**config.mk**
```make
export PLATFORM = sky130hd
export DESIGN_NAME = char_lcd_serial_frame_writer_unit
export DESIGN_NICKNAME = d
export VERILOG_FILES = /design/src/design/lcdsfw_pkg.sv /design/src/design/lcdsfw_shadow.sv /design/src/design/char_lcd_serial_frame_writer_unit.sv
export SDC_FILE = /design/constraint.sdc
export NUM_CORES = 1
export LEC_CHECK = 0
export ABC_CLOCK_PERIOD_IN_PS = 2950
export BUFFER_PORTS_ARGS = -buffer_cell sky130_fd_sc_hd__buf_2
export CAP_MARGIN = 30
export CORE_ASPECT_RATIO = 0.6
export CORE_MARGIN = 10
export CORE_UTILIZATION = 61
export CTS_CLUSTER_DIAMETER = 80
export DETAILED_ROUTE_END_ITERATION = 16
export GPL_TIMING_DRIVEN = 0
export PLACE_DENSITY = 0.86
export SETUP_SLACK_MARGIN = 0.15
export SLEW_MARGIN = 20
export SYNTH_ARGS = -nofsm -noshare
export SYNTH_HDL_FRONTEND = slang
export SYNTH_SLANG_ARGS = --single-unit
```
**constraint.sdc**
```tcl
create_clock -name clk -period 2.95 [get_ports clk]
set_input_delay 0.1475 -clock clk [delete_from_list [all_inputs] [get_ports clk]]
set_output_delay 0.1475 -clock clk [all_outputs]
set_load 0.02 [all_outputs]
```
**src/design/lcdsfw_pkg.sv**
```systemverilog
// ----------------------------------------------------------------------------
// lcdsfw_pkg
// shared types, codes and frame helpers for the character lcd serial writer
// ----------------------------------------------------------------------------
package lcdsfw_pkg;

	localparam int SHADOW_DEPTH = 64;
	localparam int SHADOW_AW    = 6;
	localparam int CURSOR_W     = 6;
	localparam int FRAME_W      = 24;

	localparam logic [7:0] SPACE_CHAR = 8'h20;
	localparam logic [7:0] CMD_CLEAR  = 8'h01;
	localparam logic [7:0] ADDR_BASE  = 8'h80;

	typedef enum logic [1:0] {
		REQ_PUT_CHAR = 2'd0,
		REQ_SET_POS  = 2'd1,
		REQ_RAW_CMD  = 2'd2,
		REQ_RAW_DATA = 2'd3
	} req_kind_t;

	typedef enum logic [1:0] {
		ST_IDLE   = 2'd0,
		ST_FIRST  = 2'd1,
		ST_SECOND = 2'd2
	} seq_state_t;

	typedef struct packed {
		req_kind_t   req_type;
		logic [7:0]  byte_value;
		logic [1:0]  row;
		logic [3:0]  column;
	} req_item_t;

	typedef struct packed {
		logic [FRAME_W-1:0] frame;
		logic               is_last;
	} rsp_item_t;

	// control group from the sequencer to the shadow memory
	typedef struct packed {
		logic                 wr_en;
		logic [SHADOW_AW-1:0] wr_addr;
		logic [7:0]           wr_data;
		logic                 rd_en;
		logic [SHADOW_AW-1:0] rd_addr;
		logic                 clr;
	} shd_req_t;

	// interleaved row map: base + 0x10 for row bit 0, + 0x08 for row bit 1
	function automatic logic [7:0] disp_addr(input logic [1:0] row, input logic [2:0] col_half);
		return ADDR_BASE | {3'b000, row[0], row[1], col_half};
	endfunction

	// sync ones, rw, rs, zero, high nibble, zeros, low nibble, zeros
	function automatic logic [FRAME_W-1:0] build_frame(input logic is_data,
		input logic [7:0] value, input logic invert);
		logic [FRAME_W-1:0] f;
		f = {5'b11111, 1'b0, is_data, 1'b0, value[7:4], 4'b0000, value[3:0], 4'b0000};
		return f ^ {FRAME_W{invert}};
	endfunction

endpackage

```
**src/design/lcdsfw_shadow.sv**
```systemverilog
// ----------------------------------------------------------------------------
// lcdsfw_shadow
// screen shadow memory, one write and one registered read per cycle,
// per-entry valid bits so a clear takes effect at once
// ----------------------------------------------------------------------------
module lcdsfw_shadow import lcdsfw_pkg::*; (
	input  logic       clk,
	input  logic       arst_n,
	input  shd_req_t   req,
	output logic [7:0] rd_data
);

	logic [7:0]              mem [SHADOW_DEPTH];
	logic [SHADOW_DEPTH-1:0] valid_q;
	logic [7:0]              rd_raw_s1;
	logic                    rd_hit_s1;

	// entries never written since reset or clear read as space
	always_ff @(posedge clk or negedge arst_n) begin
		if (!arst_n) begin
			valid_q <= '0;
		end else if (req.clr) begin
			valid_q <= '0;
		end else if (req.wr_en) begin
			valid_q[req.wr_addr] <= 1'b1;
		end
	end

	always_ff @(posedge clk) begin
		if (req.wr_en) begin
			mem[req.wr_addr] <= req.wr_data;
		end
		if (req.rd_en) begin
			rd_raw_s1 <= mem[req.rd_addr];
			rd_hit_s1 <= valid_q[req.rd_addr];
		end
	end

	assign rd_data = rd_hit_s1 ? rd_raw_s1 : SPACE_CHAR;

endmodule

```
**src/design/char_lcd_serial_frame_writer_unit.sv**
```systemverilog
// ----------------------------------------------------------------------------
// char_lcd_serial_frame_writer_unit
// Turns text requests for a 4x16 character display into 24-bit serial frames
// (bit 23 first). Four request kinds: put character, set position, raw
// command and raw data. A 64-byte screen shadow and a 6-bit cursor are kept
// inside; raw command 0x01 blanks the shadow and homes the cursor. One
// request is worked at a time: after the request transfer the sequencer steps
// through ST_FIRST and, for a two-frame request, ST_SECOND, handing one frame
// per cycle, while the output is not stalled, to the single output register.
// The next request can transfer only once the sequencer is back in ST_IDLE.
// The shadowed character re-sent by set position comes from the memory read
// issued at the request transfer. cfg_wr_en / cfg_wr_data write invert_q
// (reset 1, inverts every frame bit); write it only while the unit is idle.
// ----------------------------------------------------------------------------
module char_lcd_serial_frame_writer_unit import lcdsfw_pkg::*; #(
	parameter int SCREEN_CELLS = 64
) (
	input  logic      clk,
	input  logic      arst_n,
	input  logic      req_valid,
	output logic      req_stall,
	input  req_item_t req,
	output logic      rsp_valid,
	input  logic      rsp_stall,
	output rsp_item_t rsp,
	input  logic      cfg_wr_en,
	input  logic      cfg_wr_data
);

	// cursor wrap limit, one bit wider than the cursor so 64 fits
	localparam logic [CURSOR_W:0] CELLS_LIM = (CURSOR_W+1)'(SCREEN_CELLS);

	seq_state_t state_q, state_d;

	logic                accept;
	logic                out_free;
	logic                load;
	logic                invert_q;
	logic [CURSOR_W-1:0] cursor_q;
	logic [CURSOR_W:0]   cur_inc;
	logic [CURSOR_W-1:0] cur_next;

	// captured request: value and frame kind for each of up to two frames
	logic       two_q;
	logic       data0_q;
	logic [7:0] val0_q;
	logic       data1_q;
	logic [7:0] val1_q;
	logic       mem1_q;

	shd_req_t   shd_req;
	logic [7:0] shd_rd_data;

	logic       sel_data;
	logic [7:0] sel_val;
	logic       sel_last;

	rsp_item_t  rsp_q;
	logic       rsp_valid_q;

	assign accept   = req_valid && !req_stall;
	assign out_free = !rsp_valid_q || !rsp_stall;

	// frame inversion register
	always_ff @(posedge clk or negedge arst_n) begin
		if (!arst_n) begin
			invert_q <= 1'b1;
		end else if (cfg_wr_en) begin
			invert_q <= cfg_wr_data;
		end
	end

	// cursor advance with wrap at the screen size
	assign cur_inc  = {1'b0, cursor_q} + (CURSOR_W+1)'(1);
	assign cur_next = (cur_inc >= CELLS_LIM) ? '0 : cur_inc[CURSOR_W-1:0];

	always_ff @(posedge clk or negedge arst_n) begin
		if (!arst_n) begin
			cursor_q <= '0;
		end else if (accept) begin
			unique case (req.req_type)
				REQ_PUT_CHAR: cursor_q <= cur_next;
				REQ_SET_POS:  cursor_q <= {req.row, req.column};
				REQ_RAW_CMD: begin
					if (req.byte_value == CMD_CLEAR) begin
						cursor_q <= '0;
					end
				end
				REQ_RAW_DATA: cursor_q <= cursor_q;
				default:      cursor_q <= cursor_q;
			endcase
		end
	end

	// shadow access: put char writes at the cursor, set position at an odd
	// column reads the left neighbour (column - 1 is just column with bit 0 clear)
	always_comb begin
		shd_req.wr_en   = accept && (req.req_type == REQ_PUT_CHAR);
		shd_req.wr_addr = cursor_q;
		shd_req.wr_data = req.byte_value;
		shd_req.rd_en   = accept && (req.req_type == REQ_SET_POS) && req.column[0];
		shd_req.rd_addr = {req.row, req.column[3:1], 1'b0};
		shd_req.clr     = accept && (req.req_type == REQ_RAW_CMD)
		                  && (req.byte_value == CMD_CLEAR);
	end

	lcdsfw_shadow u_shadow (
		.clk     (clk),
		.arst_n  (arst_n),
		.req     (shd_req),
		.rd_data (shd_rd_data)
	);

	// capture what each frame of the request will carry
	always_ff @(posedge clk) begin
		if (accept) begin
			unique case (req.req_type)
				REQ_PUT_CHAR: begin
					// row boundary after the advance adds the row address command
					two_q   <= (cur_next[3:0] == 4'd0);
					data0_q <= 1'b1;
					val0_q  <= req.byte_value;
					data1_q <= 1'b0;
					val1_q  <= disp_addr(cur_next[5:4], 3'd0);
					mem1_q  <= 1'b0;
				end
				REQ_SET_POS: begin
					two_q   <= req.column[0];
					data0_q <= 1'b0;
					val0_q  <= disp_addr(req.row, req.column[3:1]);
					data1_q <= 1'b1;
					val1_q  <= val1_q;
					mem1_q  <= 1'b1;
				end
				REQ_RAW_CMD: begin
					two_q   <= 1'b0;
					data0_q <= 1'b0;
					val0_q  <= req.byte_value;
					data1_q <= data1_q;
					val1_q  <= val1_q;
					mem1_q  <= mem1_q;
				end
				default: begin
					two_q   <= 1'b0;
					data0_q <= 1'b1;
					val0_q  <= req.byte_value;
					data1_q <= data1_q;
					val1_q  <= val1_q;
					mem1_q  <= mem1_q;
				end
			endcase
		end
	end

	// sequencer next state
	always_comb begin
		state_d = state_q;
		unique case (state_q)
			ST_IDLE: begin
				if (accept) begin
					state_d = ST_FIRST;
				end
			end
			ST_FIRST: begin
				if (out_free) begin
					state_d = two_q ? ST_SECOND : ST_IDLE;
				end
			end
			ST_SECOND: begin
				if (out_free) begin
					state_d = ST_IDLE;
				end
			end
			default: state_d = ST_IDLE;
		endcase
	end

	// sequencer outputs
	always_comb begin
		req_stall = 1'b1;
		load      = 1'b0;
		sel_data  = data0_q;
		sel_val   = val0_q;
		sel_last  = !two_q;
		unique case (state_q)
			ST_IDLE: begin
				req_stall = 1'b0;
			end
			ST_FIRST: begin
				load = out_free;
			end
			ST_SECOND: begin
				load     = out_free;
				sel_data = data1_q;
				sel_val  = mem1_q ? shd_rd_data : val1_q;
				sel_last = 1'b1;
			end
			default: begin
				req_stall = 1'b1;
			end
		endcase
	end

	always_ff @(posedge clk or negedge arst_n) begin
		if (!arst_n) begin
			state_q <= ST_IDLE;
		end else begin
			state_q <= state_d;
		end
	end

	// output register, separates the request side from the frame sink
	always_ff @(posedge clk or negedge arst_n) begin
		if (!arst_n) begin
			rsp_valid_q <= 1'b0;
		end else if (load) begin
			rsp_valid_q <= 1'b1;
		end else if (!rsp_stall) begin
			rsp_valid_q <= 1'b0;
		end
	end

	always_ff @(posedge clk) begin
		if (load) begin
			rsp_q.frame   <= build_frame(sel_data, sel_val, invert_q);
			rsp_q.is_last <= sel_last;
		end
	end

	assign rsp_valid = rsp_valid_q;
	assign rsp       = rsp_q;

	// a request transfer always starts the first frame step
	a_accept_to_first: assert property (@(posedge clk) disable iff (!arst_n)
		accept |=> (state_q == ST_FIRST))
		else $error("request transfer did not start frame sequencing");

	// clear command homes the cursor
	a_clear_homes: assert property (@(posedge clk) disable iff (!arst_n)
		shd_req.clr |=> (cursor_q == '0))
		else $error("clear command left the cursor away from home");

	// first frame waits while the output register is blocked
	a_first_holds: assert property (@(posedge clk) disable iff (!arst_n)
		(state_q == ST_FIRST && !out_free) |=> (state_q == ST_FIRST))
		else $error("sequencer left first step while output was blocked");

	// the second frame is always marked last
	a_second_last: assert property (@(posedge clk) disable iff (!arst_n)
		(state_q == ST_SECOND && load) |=> (rsp_valid_q && rsp_q.is_last))
		else $error("second frame not marked last");

endmodule

```
* Yosys cells after proc, flatten, opt, wreduce, memory -nomap -nowiden
Memory sizes are Yosys's and may differ from the RTL's. A register that Yosys moved wholly into a read port is not among the register bits. Cells that the tools add are included.
Storage, ports and cells: bits in registers 113, latch bits 0, RAM bits 512, memory bits (read-only) 0, bits of input ports 22, output and inout port bits 27, logic and storage cells 84, memories kept 1
Memory list:
- u_shadow.mem | depth 64, bits a word 8, rd ports 1, clocked after memory_dff 1, write ports 1, RTL line lcdsfw_shadow.sv:13 | logic [7:0] mem [SHADOW_DEPTH];
Operators by class: add/sub/neg operators 1, $mul 0, div/mod/pow operators 0, order comparisons 4, equality and inequality tests 11, shifts and indexed selects 0, muxes and demuxes 28, bitwise gates (word level) 3, reduce and logical (&&, ||, !) cells 22
Operator list (number):
- $mux 64 | 2
- $or 64x64->64 | 1
- $mux 8 | 3
- $xor 24x24->24 | 1
- $pmux 6 s3 | 1
- $lt 6x7->1 const B | 2
- $mux 6 | 2
- $mux 1 | 10
- $eq 8x1->1 const B | 1
- $mux 2 | 4
- $ne 2x2->1 const B | 4
- $add 6x1->7 const B | 1
- $ge 7x7->1 const B | 1
- $logic_and 1x1->1 | 7
- $demux 1 s6 | 1
- $eq 2x2->1 const B | 3
- $ge 6x1->1 const B | 1
- $pmux 2 s3 | 1
- $reduce_and 3->1 | 2
- $bmux 1 s5 | 1
- $mux 5 | 1
- $eq 2x1->1 const B | 2
- $logic_not 2->1 | 2
- $logic_not 4->1 | 1
- 8 further kinds | 14

* Logic depth before layout (Yosys ltp)
Gate-level depths: netlist of run 1.
depth in word-level cells 7, mapped depth 7, gate-level depth less buffers 6

* Modules after synthesis
A second synthesis of run 1 with hierarchy kept.
Second synthesis, totals: cells, all modules 1381, area, all modules 24931.4 µm²
By module, submodules not included:
- lcdsfw_shadow | instances 1, cells an instance 1202, area each 22914.5 µm², sequential area each 17246.5 µm²
- char_lcd_serial_frame_writer_unit | instances 1, cells an instance 179, area each 2016.9 µm², sequential area each 1002.2 µm²

* Worst setup path before layout of run 1
Ideal clock, no wire load.
kind input-to-reg, from in req[1] (netlist name), to reg u_shadow.rd_raw_s1[0] (read register of u_shadow.mem), data pin, setup time 0.260 ns, arrival 1.914 ns, data required time 2.690 ns, path slack 0.776 ns, stages 4, buffers on the path 1, cell sequence clkbuf_1 > mux4_2 > mux4_2 > mux2_2
RTL lines:
- start: declaration | RTL line char_lcd_serial_frame_writer_unit.sv:22 | input req_item_t req,
- end: declaration | RTL line lcdsfw_shadow.sv:15 | logic [7:0] rd_raw_s1;

* Worst setup path in the final report of run 1
from reg state_q[1], to mem u_shadow.mem[4][2] (enable)
Between the ends: word-level cells in the longest chain between the ends 5
RTL lines:
- start: declaration | RTL line char_lcd_serial_frame_writer_unit.sv:33 | seq_state_t state_q, state_d;
- start signal: assignment | RTL line char_lcd_serial_frame_writer_unit.sv:208 | state_q <= state_d;
- $logic_not 2->1 | RTL line char_lcd_serial_frame_writer_unit.sv:185 | unique case (state_q)
- $logic_and 1x1->1 | RTL line char_lcd_serial_frame_writer_unit.sv:61 | assign accept = req_valid && !req_stall;
- $logic_and 1x1->1 | RTL line char_lcd_serial_frame_writer_unit.sv:98 | shd_req.wr_en = accept && (req.req_type == REQ_PUT_CHAR);
- $mux 1 | RTL line lcdsfw_shadow.sv:30 | if (req.wr_en) begin
- $mux 1 (not written as such) | RTL line lcdsfw_shadow.sv:31 | mem[req.wr_addr] <= req.wr_data;
- end: declaration | RTL line lcdsfw_shadow.sv:13
Every way passes these cells.

==> flow_summary.json, run 1 <==
{
  "worstRegToRegCells": 5,
  "core_area_sq_um": 21290,
  "whs_path_depth": 3,
  "max_clock_freq_mhz": 347.8,
  "yosysTopAreaCellShare": 0.6497,
  "diodes": 0,
  "root_buffer": "clkbuf_16",
  "clock_latency_ps": 540,
  "grt_overflow": 0,
  "vias_per_cell": 6.815,
  "min_period_ps": 2875,
  "clk_pin_slew_ps": 80,
  "ys_types": 39,
  "hp-class": "in -> reg",
  "grt_pass1_wl_mm": 47.03,
  "drtIter0Drc": 921,
  "finalHoldViolations": 0,
  "drive_gt1_frac": 0.2868,
  "yosysTopAreaCell": "edfxtp_1",
  "num_io_pins": 49,
  "setup_viol": 0,
  "gp_congestion": 0.8879,
  "clkSinkCount": 332,
  "leakagePower_nw": 5.037,
  "clock_path_buffers": 3,
  "start_util": 0.6296,
  "utilization": 0.7036,
  "antenna_found_initial": 0,
  "wire_per_inst_um": 29.57,
  "reg2reg_to": "u_shadow.mem[4][2]",
  "fin_hold_ws_ps": 96.04,
  "synthArstFlopShare": 0.1265,
  "die_y_um": 134.8,
  "drv_cap": 0,
  "synth_edf_count": 290,
  "syn_area_sq_um": 13400,
  "ys_warn_count": 0,
  "ys_ff_latch": 332,
  "grt_pass1_vias": 7254,
  "cts_tree": "done",
  "drc_errors": 0,
  "h-tree-depth": 1,
  "maxSlewViolCount": 0,
  "dp_hpwl_mm": 20.34,
  "port_buffers": 45,
  "cts_buffers": 28,
  "worstMarginPinSlew_ps": 948.0,
  "cp.required_ps": 3110,
  "cp_data_arrival_time_ps": 3040,
  "worstSetupPathType": "reg -> reg",
  "period_share": 0.9746,
  "syn_nets": 712,
  "crit_path_start_kind": "flop",
  "worst-path-max-fanout": 9,
  "yosys-top-cells-area": "edfxtp_1 (65%), mux4_2 (15%), dfrtp_1 (7.7%), o21a_1 (1.8%), mux2_2 (1.2%)",
  "synthCells": 682,
  "die_w_um": 211.4,
  "dr.pass1.iters": 5,
  "row_count": 41,
  "reg2reg_slack_ps": 70,
  "status": "finished, final reports clean",
  "hold_end": "mem1_q",
  "grtUsageTotal": 0.2237,
  "num-nets-final": 796,
  "final_area_sq_um": 14980,
  "ys.flop_type": "edfxtp_1",
  "peakVddDrop_mv": 0.4580,
  "clock_skew_ps": 13.98,
  "placed_area_sq_um": 13980,
  "vias": 7272,
  "tns_ps": 0,
  "antenna_left": 0,
  "syn_area_per_cell_sq_um": 19.65,
  "max-slew-margin-rel": 0.3656,
  "drt-total-wl_mm": 31.55,
  "yosysSeqAreaShare": 0.7282,
  "area_growth_pct": 11.75,
  "power_density_nw_per_um2": 737.6,
  "grt_max_degree": 43,
  "hp-start": "req[15]",
  "dieArea_sq_um": 28500,
  "grt_setup_unrepaired": "true",
  "rr_startpoint": "state_q[1]",
  "crit_path_end_kind": "flop"
}
routing by layer:
layer	GRT usage	up-vias	wire, um
met4	0.04851	0	679
met5	0	-	0
met3	0.08595	61	4653
met1	0.3225	3752	12510
li1	-	2901	-
met2	0.3187	558	13720
kinds of logic after synthesis:
group | after synthesis | share of synthesized area
muxes | 105 | 0.1637
adders and majority gates | 8 | 0.007469
AOI/OAI and AO/OA | 70 | 0.03585
xor gates and xnor gates | 11 | 0.007188
DFF | 332 | 0.7282
and+or+nand+nor | 96 | 0.03342
buffers and inverters | 60 | 0.02408
state kept, by name (all words and copies together), names as in the netlist, 2 cells and up:
signal,cells
cursor_q,6
rsp,12
state_q,2
u_shadow.mem,256
u_shadow.rd_raw_s1,8
u_shadow.valid_q,32
val0_q,8
val1_q,2
power by group:
| group | total [W] | internal (W) | leakage (nW) | switching [W] |
|---|---|---|---|---|
| registers | 0.00563 | 0.00546 | 3.17 | 0.000171 |
| logic | 0.00184 | 0.000692 | 1.43 | 0.00115 |
| clock network | 0.00357 | 0.00194 | 0.434 | 0.00163 |
critical path: stages, from the launching register on:
cell and delay (ps):
dfrtp_1 400, inv_1 110, ha_1 280, and4b_1 330
nand3_1 520, nor2_1 860
synthesized netlist by cell type (2+ instances only):
cell,count
mux4_2,90
nand3_1,19
o211ai_1,4
o31ai_1,2
or3_1,2
edfxtp_1,290
o21a_1,32
mux2_2,14
a21oi_1,11
nand2_1,13
clkbuf_1,25
ha_1,8
a31oi_1,8
buf_4,14
nor2b_1,9
nand2b_1,2
inv_1,12
xnor2_1,11
buf_1,3
and2_1,2
and3_1,3
a21o_1,2
nor2_1,41
o21ai_0,5
dfrtp_1,41
buf_6,6
how the worst max path moves through the flow:
stage               startpoint                    end  slack, ps  cells past startpoint
floorplan               req[1]  u_shadow.rd_raw_s1[0]        780                      4
global placement        req[3]  u_shadow.rd_raw_s1[3]        -30                      6
detailed placement      req[3]  u_shadow.rd_raw_s1[5]        -30                      6
CTS                 state_q[1]    u_shadow.mem[52][5]        150                      5
global route        state_q[1]     u_shadow.mem[6][2]       -110                      5
finish              state_q[1]     u_shadow.mem[4][2]         70                      5
through the flow:
| step | cells | setup WS, ps | total power (W) |
|---|---|---|---|
| after floorplan | 682 | 776.3 | 0.006860 |
| after global placement | 1006 | -27.29 | 0.007366 |
| after detailed placement | 1006 | -32.42 | 0.007475 |
| after CTS | 1065 | 148.1 | 0.01099 |
| after global routing | 1067 | -108.4 | 0.01142 |
| final | 1067 | 74.80 | 0.01105 |
repair_timing:
item                       in CTS  in global routing
hold buffers                    7                  1
hold endpoints to repair       47                  1
resized for setup               0                 14
buffers inserted                0                  0
setup endpoints to repair       5                168
cell usage in the layout, fill, tap and decap left out, drive strengths merged, types with 2 or more instances in the layout:
cell type,count
a21o,2
a21oi,11
a31oi,8
and2,2
and3,3
buf,68
clkbuf,64
clkinv,12
dfrtp,41
dlygate4sd3,8
edfxtp,290
ha,8
inv,13
mux2,14
mux4,90
nand2,13
nand2b,2
nand3,19
nor2,41
nor2b,9
o211ai,4
o21a,32
o21ai,5
o31ai,2
or3,2
xnor2,11
area by class of cell:
type / instances / area [sq um]
tap: 279 / 349.1
clock inverter: 14 / 96.34
buffer: 48 / 277.8
clock buffer: 38 / 779.5
timing repair buffer: 54 / 315.3
inverter: 12 / 45.04
multi-input combinational: 290 / 3354
fill: 1226 / 6311
sequential: 332 / 9761
Note: power is estimated with default switching activity, not from simulation.
==> run 2, diff against run 1 <==
--- a/config.mk
+++ b/config.mk
@@ -10,11 +10,11 @@
 export CAP_MARGIN = 30
 export CORE_ASPECT_RATIO = 0.6
 export CORE_MARGIN = 10
-export CORE_UTILIZATION = 61
+export CORE_UTILIZATION = 65
 export CTS_CLUSTER_DIAMETER = 80
 export DETAILED_ROUTE_END_ITERATION = 16
 export GPL_TIMING_DRIVEN = 0
-export PLACE_DENSITY = 0.86
+export PLACE_DENSITY = 0.9
 export SETUP_SLACK_MARGIN = 0.15
 export SLEW_MARGIN = 20
 export SYNTH_ARGS = -nofsm -noshare
==> run 2 against run 1 <==
Effect of this change: the flow now finishes with violations (negative setup slack); combinational power about the same; sequential share of layout area down 0.18 points; die area down 5.4%; cell area up 0.28%; final cell count down 0.66%.
==> flow_summary.json, run 2 (synthesis gave the netlist of run 1 again) <==
{
  "wire_per_inst_um": 31.05,
  "crit_path_end_kind": "flop",
  "drc_errors": 0,
  "drt-total-wl_mm": 32.91,
  "dp_hpwl_mm": 20.90,
  "cts_tree": "done",
  "worst-path-max-fanout": 9,
  "leakagePower_nw": 5.050,
  "power_density_nw_per_um2": 745.6,
  "cts_buffers": 28,
  "crit_chain": "inv_1, ha_1, and4b_1, nand3_1, nor2_1",
  "grtUsageTotal": 0.2434,
  "die_w_um": 205.4,
  "max_clock_freq_mhz": 329.6,
  "num_io_pins": 49,
  "grt_pass1_wl_mm": 48.71,
  "drive_gt1_frac": 0.2948,
  "min_period_ps": 3034,
  "placed_area_sq_um": 13970,
  "cpPeakStageDelay_ps": 920,
  "hp-class": "in -> reg",
  "tns_ps": -1590,
  "final_cell_mix": "edfxtp_1 (290), mux4_2 (90), buf_2 (44)",
  "vias_per_cell": 6.974,
  "dieArea_sq_um": 26950,
  "violations": "negative setup slack",
  "drv_cap": 0,
  "cp.required_ps": 3110,
  "start_util": 0.6662,
  "h-tree-depth": 1,
  "antenna_found_initial": 1,
  "crit_path_start_kind": "flop",
  "antenna_left": 0,
  "final_area_sq_um": 15020,
  "clkSinkCount": 332,
  "row_count": 40,
  "peakVddDrop_mv": 0.5202,
  "finalHoldViolations": 0,
  "clock_skew_ps": 10.93,
  "status": "finished with violations",
  "gp_congestion": 0.9584,
  "dr.pass1.iters": 6,
  "largest_reg_flops": 256,
  "slowest_stage": "nor2_1",
  "maxSlewViolCount": 0,
  "drtIter0Drc": 1067,
  "diodes": 0,
  "cp_data_arrival_time_ps": 3200,
  "post-cts-setup-buffer-count": 0,
  "clock_latency_ps": 540,
  "vias": 7392,
  "area_growth_pct": 12.06,
  "core_area_sq_um": 20120,
  "grt_overflow": 0,
  "worstSetupPathType": "reg -> reg",
  "port_buffers": 45,
  "max-slew-margin-rel": 0.3889,
  "worstMarginPinSlew_ps": 913.2,
  "layout_setup_ws_ps": -84.19,
  "clk_pin_slew_ps": 80,
  "num-nets-final": 795,
  "root_buffer": "clkbuf_16",
  "grt_max_degree": 43,
  "top_register": "u_shadow.mem",
  "grt_pass1_vias": 7389,
  "final_common_cell": "edfxtp_1",
  "period_share": 1.029,
  "grt_setup_unrepaired": "true",
  "clock_path_buffers": 3,
  "setup_viol": 43,
  "die_y_um": 131.2
}
[run 2: changes by cell type in the layout (fill, tap and decap cells not counted), sizes merged]
cell and change:
clkinv -9, clkbuf +8, buf +1, dlygate4sd3 -1
[run 2: power by group]
group          switching, W  leakage [nW]  total [W]  internal, W
clock network       0.00161         0.448    0.00369      0.00208
registers          0.000183          3.17    0.00565      0.00547
logic               0.00117          1.43    0.00186     0.000687
total               0.00297          5.05     0.0112      0.00823
[run 2: worst max-delay path, delay by kind of cell, from the launching register on]
| kind | cells | cell delay, ps |
|---|---|---|
| AND/OR/NAND/NOR | 3 | 1830 |
| flip-flops | 1 | 420 |
| buffers and inverters | 1 | 120 |
| adder cells (fa/ha/maj) | 1 | 280 |
[run 2: final cells by class]
cell class	instances	area, sq um
multi-input combinational	290	3371
clock buffer	47	863.3
fill	1062	5100
sequential	332	9761
buffer	48	279.0
inverter	12	45.04
tap	273	341.6
clock inverter	5	53.80
timing repair buffer	53	305.3
[run 2: routing by layer]
layer | GRT usage | vias to the layer above | routed length [um]
met5 | 0 | - | 0
li1 | - | 2900 | -
met1 | 0.3332 | 3788 | 12080
met2 | 0.3605 | 603 | 15030
met4 | 0.07320 | 0 | 1118
met3 | 0.08959 | 101 | 4680
[run 2: what timing repair did]
action / CTS / global route
hold endpoints to repair: 47 / 0
hold buffers: 7 / 0
endpoints found under the setup margin: 59 / 186
gates resized for setup: 1 / 18
[run 2: worst paths after layout]
path,slack (ps),to,cells after the start,startpoint
min,30,u_shadow.rd_hit_s1,2,req[4]
min reg2reg,490,u_shadow.valid_q[28],1,u_shadow.valid_q[28]
min in group asynchronous,160,state_q[0],2,arst_n
max in group asynchronous,2370,u_shadow.valid_q[0],2,arst_n
max reg2reg,-80,u_shadow.mem[10][2],5,state_q[0]
max,-80,u_shadow.mem[10][2],5,state_q[0]
[run 2: through the flow]
step,total power (W),worst slack [ps],cells,hold WS (ps),utilization
after detailed placement,0.007483,-72.22,1000,334.6,0.6943
after floorplan,0.006860,776.3,682,-148.1,-
after global routing,0.01152,-95.57,1060,23.45,0.7465
after global placement,0.007331,-45.08,1000,318.8,0.6943
final,0.01120,-84.19,1060,32.68,0.7465
after CTS,0.01112,105.8,1059,18.87,0.7435
